**config.mk**
```make
export PLATFORM = sky130hd
export DESIGN_NAME = sprite_slot_lru_cache_top
export DESIGN_NICKNAME = d
export VERILOG_FILES = /design/src/rtl/core/slc_pkg.sv /design/src/rtl/core/slc_cell.sv /design/src/rtl/core/sprite_slot_lru_cache_top.sv
export SDC_FILE = /design/constraint.sdc
export NUM_CORES = 2
export LEC_CHECK = 0
export ABC_AREA = 1
export BUFFER_PORTS_ARGS = -buffer_cell sky130_fd_sc_hd__buf_2
export CORE_MARGIN = 2
export CORE_UTILIZATION = 28
export DETAILED_ROUTE_END_ITERATION = 16
export GPL_ROUTABILITY_DRIVEN = 0
export REMOVE_ABC_BUFFERS = 1
export SLEW_MARGIN = 20
export SYNTH_ARGS = -nofsm -noshare
export SYNTH_HDL_FRONTEND = slang
export SYNTH_HIERARCHICAL = 1
export SYNTH_SLANG_ARGS = --single-unit
```
**constraint.sdc**
```tcl
create_clock -name clk -period 4.2 [get_ports clk]
set_clock_uncertainty 0.05 [all_clocks]
set_input_delay 0.21 -clock clk [delete_from_list [all_inputs] [get_ports clk]]
set_output_delay 0.21 -clock clk [all_outputs]
set_load 0.01 [all_outputs]
```
**src/rtl/core/slc_pkg.sv**
```systemverilog
// Shared types and constants for the sprite slot LRU tag store.
`default_nettype none

package slc_pkg;

    localparam int NUM_SLOTS  = 16;
    localparam int SLOT_IDX_W = (NUM_SLOTS > 1) ? $clog2(NUM_SLOTS) : 1;
    localparam int TAG_W      = 16;
    localparam int TIME_W     = 32;
    localparam int OUT_IDX_W  = 4;

    typedef logic [SLOT_IDX_W-1:0] slot_idx_t;
    typedef logic [TAG_W-1:0]      tag_t;
    typedef logic [TIME_W-1:0]     stamp_t;
    typedef logic [OUT_IDX_W-1:0]  out_idx_t;

    localparam stamp_t TIME_MAX = '1;

    // Search record that walks down the cell row, one cell per cycle.
    typedef struct packed {
        logic      vld;
        logic      hit;
        slot_idx_t hit_idx;
        logic      free;
        slot_idx_t free_idx;
        stamp_t    best_time;
        slot_idx_t best_idx;
    } rec_t;

    // Broadcast write of the chosen slot.
    typedef struct packed {
        logic      en;
        slot_idx_t idx;
    } wr_t;

endpackage

`default_nettype wire

```
**src/rtl/core/slc_cell.sv**
```systemverilog
// One slot of the tag store plus its stage of the search record pipeline.
`default_nettype none

module slc_cell (
    input  wire              clk,
    input  wire              rst_n,
    input  slc_pkg::slot_idx_t cell_idx,
    input  slc_pkg::tag_t    req_id,
    input  slc_pkg::stamp_t  req_time,
    input  slc_pkg::rec_t    rec_in,
    output slc_pkg::rec_t    rec_out,
    input  slc_pkg::wr_t     wr
);
    import slc_pkg::*;

    logic   valid_reg;
    tag_t   tag_reg;
    stamp_t time_reg;
    rec_t   rec_reg;
    rec_t   rec_next;

    always_comb
    begin
        rec_next = rec_in;
        // first valid tag match wins
        if (!rec_in.hit && valid_reg && (tag_reg == req_id))
        begin
            rec_next.hit     = 1'b1;
            rec_next.hit_idx = cell_idx;
        end
        // lowest empty slot
        if (!rec_in.free && !valid_reg)
        begin
            rec_next.free     = 1'b1;
            rec_next.free_idx = cell_idx;
        end
        // strictly older only, so ties keep the lower index
        if (time_reg < rec_in.best_time)
        begin
            rec_next.best_time = time_reg;
            rec_next.best_idx  = cell_idx;
        end
    end

    always_ff @(posedge clk or negedge rst_n)
    begin
        if (!rst_n)
        begin
            valid_reg <= 1'b0;
            tag_reg   <= '0;
            time_reg  <= '0;
            rec_reg   <= '0;
        end
        else
        begin
            rec_reg <= rec_next;
            if (wr.en && (wr.idx == cell_idx))
            begin
                valid_reg <= 1'b1;
                tag_reg   <= req_id;
                time_reg  <= req_time;
            end
        end
    end

    assign rec_out = rec_reg;

endmodule

`default_nettype wire

```
**src/rtl/core/sprite_slot_lru_cache_top.sv**
```systemverilog
// Top level of the sprite slot LRU tag store: request control and cell row.
//
// Fully associative tag store of NUM_SLOTS sprite slots with LRU replacement
// by timestamp. A request (sprite_id, now_ms) is taken at a rising edge with
// start high and busy low. The answer appears as a one-cycle pulse on done,
// with slot_index and hit valid in that same cycle; there is no way to hold
// it off, so sample it then. busy stays high from the cycle after acceptance
// through the cycle before done, and a new request may be issued in the cycle
// done is high. The search record is launched from a launch register and
// steps through the row of slot cells one cell per cycle, and the result and
// slot update are registered together as it leaves the last cell. On a hit
// the matching slot's time is refreshed; on a miss the lowest empty slot is
// filled, else the slot with the strictly smallest time (lowest index on
// ties; times compare as plain unsigned with no wrap handling). All slots are
// empty after reset. slot_index carries the low 4 bits of the slot number.
`default_nettype none

module sprite_slot_lru_cache_top (
    input  wire               clk,
    input  wire               rst_n,
    input  wire               start,
    output logic              busy,
    input  slc_pkg::tag_t     sprite_id,
    input  slc_pkg::stamp_t   now_ms,
    output logic              done,
    output slc_pkg::out_idx_t slot_index,
    output logic              hit
);
    import slc_pkg::*;

    typedef enum logic {
        ST_IDLE,
        ST_SWEEP
    } state_t;

    state_t   state_reg;
    logic     launch_reg;
    tag_t     id_reg;
    stamp_t   now_reg;
    logic     done_reg;
    out_idx_t slot_index_reg;
    logic     hit_reg;

    rec_t      chain [NUM_SLOTS+1];
    rec_t      head;
    rec_t      tail;
    wr_t       wr;
    slot_idx_t pick;
    logic [SLOT_IDX_W+OUT_IDX_W-1:0] pick_ext;
    logic      accept;

    assign accept = start && (state_reg == ST_IDLE);
    assign busy   = (state_reg != ST_IDLE);

    // Fresh record: nothing found yet, best time at the top of the range so
    // slot 0 always lands as the first candidate.
    always_comb
    begin
        head           = '0;
        head.vld       = launch_reg;
        head.best_time = TIME_MAX;
    end

    assign chain[0] = head;
    assign tail     = chain[NUM_SLOTS];

    genvar g;
    generate
        for (g = 0; g < NUM_SLOTS; g++)
        begin : g_cell
            slc_cell u_cell (
                .clk      (clk),
                .rst_n    (rst_n),
                .cell_idx (slot_idx_t'(g)),
                .req_id   (id_reg),
                .req_time (now_reg),
                .rec_in   (chain[g]),
                .rec_out  (chain[g+1]),
                .wr       (wr)
            );
        end
    endgenerate

    // Hit beats empty slot beats oldest slot.
    always_comb
    begin
        if (tail.hit)
            pick = tail.hit_idx;
        else if (tail.free)
            pick = tail.free_idx;
        else
            pick = tail.best_idx;
    end

    assign pick_ext = {{OUT_IDX_W{1'b0}}, pick};

    // Commit lands in the same edge that registers the result.
    always_comb
    begin
        wr.en  = tail.vld && (state_reg == ST_SWEEP);
        wr.idx = pick;
    end

    always_ff @(posedge clk or negedge rst_n)
    begin
        if (!rst_n)
        begin
            state_reg      <= ST_IDLE;
            launch_reg     <= 1'b0;
            done_reg       <= 1'b0;
            id_reg         <= '0;
            now_reg        <= '0;
            slot_index_reg <= '0;
            hit_reg        <= 1'b0;
        end
        else
        begin
            launch_reg <= 1'b0;
            done_reg   <= 1'b0;
            case (state_reg)
                ST_IDLE:
                begin
                    if (accept)
                    begin
                        id_reg     <= sprite_id;
                        now_reg    <= now_ms;
                        launch_reg <= 1'b1;
                        state_reg  <= ST_SWEEP;
                    end
                end
                ST_SWEEP:
                begin
                    if (tail.vld)
                    begin
                        done_reg       <= 1'b1;
                        slot_index_reg <= pick_ext[OUT_IDX_W-1:0];
                        hit_reg        <= tail.hit;
                        state_reg      <= ST_IDLE;
                    end
                end
                default:
                begin
                    state_reg <= ST_IDLE;
                end
            endcase
        end
    end

    assign done       = done_reg;
    assign slot_index = slot_index_reg;
    assign hit        = hit_reg;

endmodule

`default_nettype wire
```
==> reports/metrics.cfg <==
[run_status]
status = completed

[drt]
dr.pass1.iters = 5
drt_wl_total_um = 196000
route.detailed.drc = 0
drtIter0Drc = 4271
ant_nets = 0
avgViaCountPerCell = 4.35
vias = 58400
post_drt_wl_per_cell_um = 14.6

[timing]
holdWs_ns = 0.0392
hold_viol = 0
setup_viol_count_final = 0
worst_slew_pin_slew_ns = 1.11
fmax_ghz = 0.322
fin_crit_ns = 3.11
rsz0062_at_grt = false
slew_violations = 0
slew_headroom = 0.259
fin_crit_sh = 0.740
setup_slack_ns = 1.09
final.setup.tns_ns = 0

[grt]
grt_pass1_wl_um = 316000
gr-total-overflow = 0
grt_usage = 0.138
grt_pass1_vias = 56300
antenna_found_initial = 2
grt_use_met2 = 0.226
met1_usage = 0.191
grt_start_max_net_pins = 118
use_met3 = 0.0210
top_usage_layer = met2

[layout]
drive_gt1_frac = 0.0654
ff_latch_area_um2 = 39100
area_growth_syn_to_layout_pct = 14.5
largest_reg_flops = 720
nFillCells = 28800
fin_nets = 10100
multi_input_area_um2 = 31900

[logic_synthesis]
avgSynthCellArea_um2 = 8.44
ys_warn_count = 6
synthesis.area_um2 = 77900
postSynthCellCount = 9230

[place]
io_buffers = 57
pre_cts_ws_ns = 1.09
dpl.hpwl_um = 131000

[floorplanning]
dieWidth_um = 531
rows = 193
io_pins = 58
design.core.area_um2 = 277000
fp.dieH_um = 531
die-area_um2 = 282000
start_util = 0.282

[clock_tree]
clock_path_buffers = 3
cts_root_buf = clkbuf_16
post-cts-setup-buffers = 0
cts_max_level = 4
worst_skew_pair.late_latency_ns = 0.81
cts_made_buffers = 166
cts_tree = built
cts_sinks = 1560
clkTransAtPathRegs_ns = 0.06

[critical_path]
slowest_stage = nand3_4
critical_path_buf_inv_count = 3
cp_data_required_time_ns = 4.81
worst-endpoint-arrival_ns = 3.72
start_kind = register
crit_path_max_incr_delay_ns = 0.59
path_class = register to register
crit_fanout = 64
crit_chain = inv_1 > or2_2 > and2_1 > buf_4 > a221oi_2 > nand3_4 > buf_12 > nand2_1 > o21ai_0
cp_top_family = simple AND/OR/NAND/NOR gates
critPathCaptureType = register

[job]
drv_cap = 0

[power_and_ir_drop]
pwr-share-clk = 0.484
internal-power_mw = 24.1
p_leak_nw = 42.9
powerDensity_nw_per_um2 = 346
ir_drop_mv = 0.349
p_sw_mw = 6.79
switching_share = 0.220
seqPwrFrac = 0.492
pwr-share-comb = 0.024

[hold_path]
hold_class = primary input to asynchronous set/reset pin

repair_timing:
action,4_1_cts,5_1_grt
hold endpoints to repair,360,0
hold buffers,94,0
gates resized for setup,0,0
endpoints found under the setup margin,0,0
power groups by stage:
stage / registers [mW] / clock network, mW / logic, mW
6_report: 15.2 / 14.9 / 0.753
2_1_floorplan: 15.4 / 0 / 0.254
3_5_place_dp: 15.5 / 0 / 0.726
5_1_grt: 15.2 / 16.0 / 0.878
4_1_cts: 15.2 / 15.3 / 0.765
3_3_place_gp: 15.5 / 0 / 0.721
layout make-up:
cell class,instances,area share
diodes,1,0.0000280
clock buffers,243,0.0541
inverters,1511,0.0636
well taps,3705,0.0519
multi-input cells,6078,0.357
clock inverters,59,0.00864
repair buffers,268,0.0270
flip-flops and latches,1560,0.438
worst register-to-register path: cells and delay by family, from the launching register on:
kind | cells | cell delay, ns
AO/OA/AOI/OAI | 2 | 0.43
buffers and inverters | 3 | 0.87
AND/OR/NAND/NOR | 4 | 1.32
flip-flops | 1 | 0.32
metrics by stage:
step / cells / power, mW / utilization / area, um^2
finish: 13400 / 30.9 / 0.322 / 89200
global route: 13400 / 32.0 / 0.322 / 89200
CTS: 13400 / 31.3 / 0.322 / 89200
detailed placement: 13000 / 16.2 / 0.299 / 82700
global placement: 13000 / 16.2 / 0.299 / 82700
floorplan: 9149 / 15.7 / - / 76500
layer usage:
metal  share of wire  wire, um
met2            0.46     90800
met3           0.044      8630
met4           0.017      3400
met5               0         0
met1            0.47     92800
placed cells by master, fill, tap and decap left out, types with 21 or more instances in the layout:
master / n
buf_4: 94
inv_2: 21
clkinv_2: 25
inv_1: 1489
clkbuf_16: 167
nor3_1: 34
xor2_1: 34
clkbuf_1: 40
nand2_1: 2739
o21ai_1: 514
o22ai_1: 61
clkbuf_8: 36
conb_1: 226
ha_1: 496
o21ai_0: 447
xnor2_1: 33
dlygate4sd3_1: 94
a21oi_1: 333
buf_12: 24
dfrtp_1: 1543
buf_2: 56
or2_2: 25
nor2_1: 311
nand4_1: 65
nand3_1: 583
worst paths after layout:
check                                              start                       endpoint  slack (ns)  cells after the start
max                        g_cell[15].u_cell/rec_out[45]  g_cell[4].u_cell/time_reg[31]        1.09                      9
min                                                rst_n   g_cell[2].u_cell/time_reg[7]        0.04                      2
max reg2reg                g_cell[15].u_cell/rec_out[45]  g_cell[4].u_cell/time_reg[31]        1.09                      9
min reg2reg                                   launch_reg   g_cell[0].u_cell/rec_out[46]        0.30                      0
max in group asynchronous                          rst_n                  slot_index[3]        2.91                      3
min in group clk                            sprite_id[6]                      id_reg[6]        0.11                      4
No activity file was read; power rests on OpenSTA's default activity.
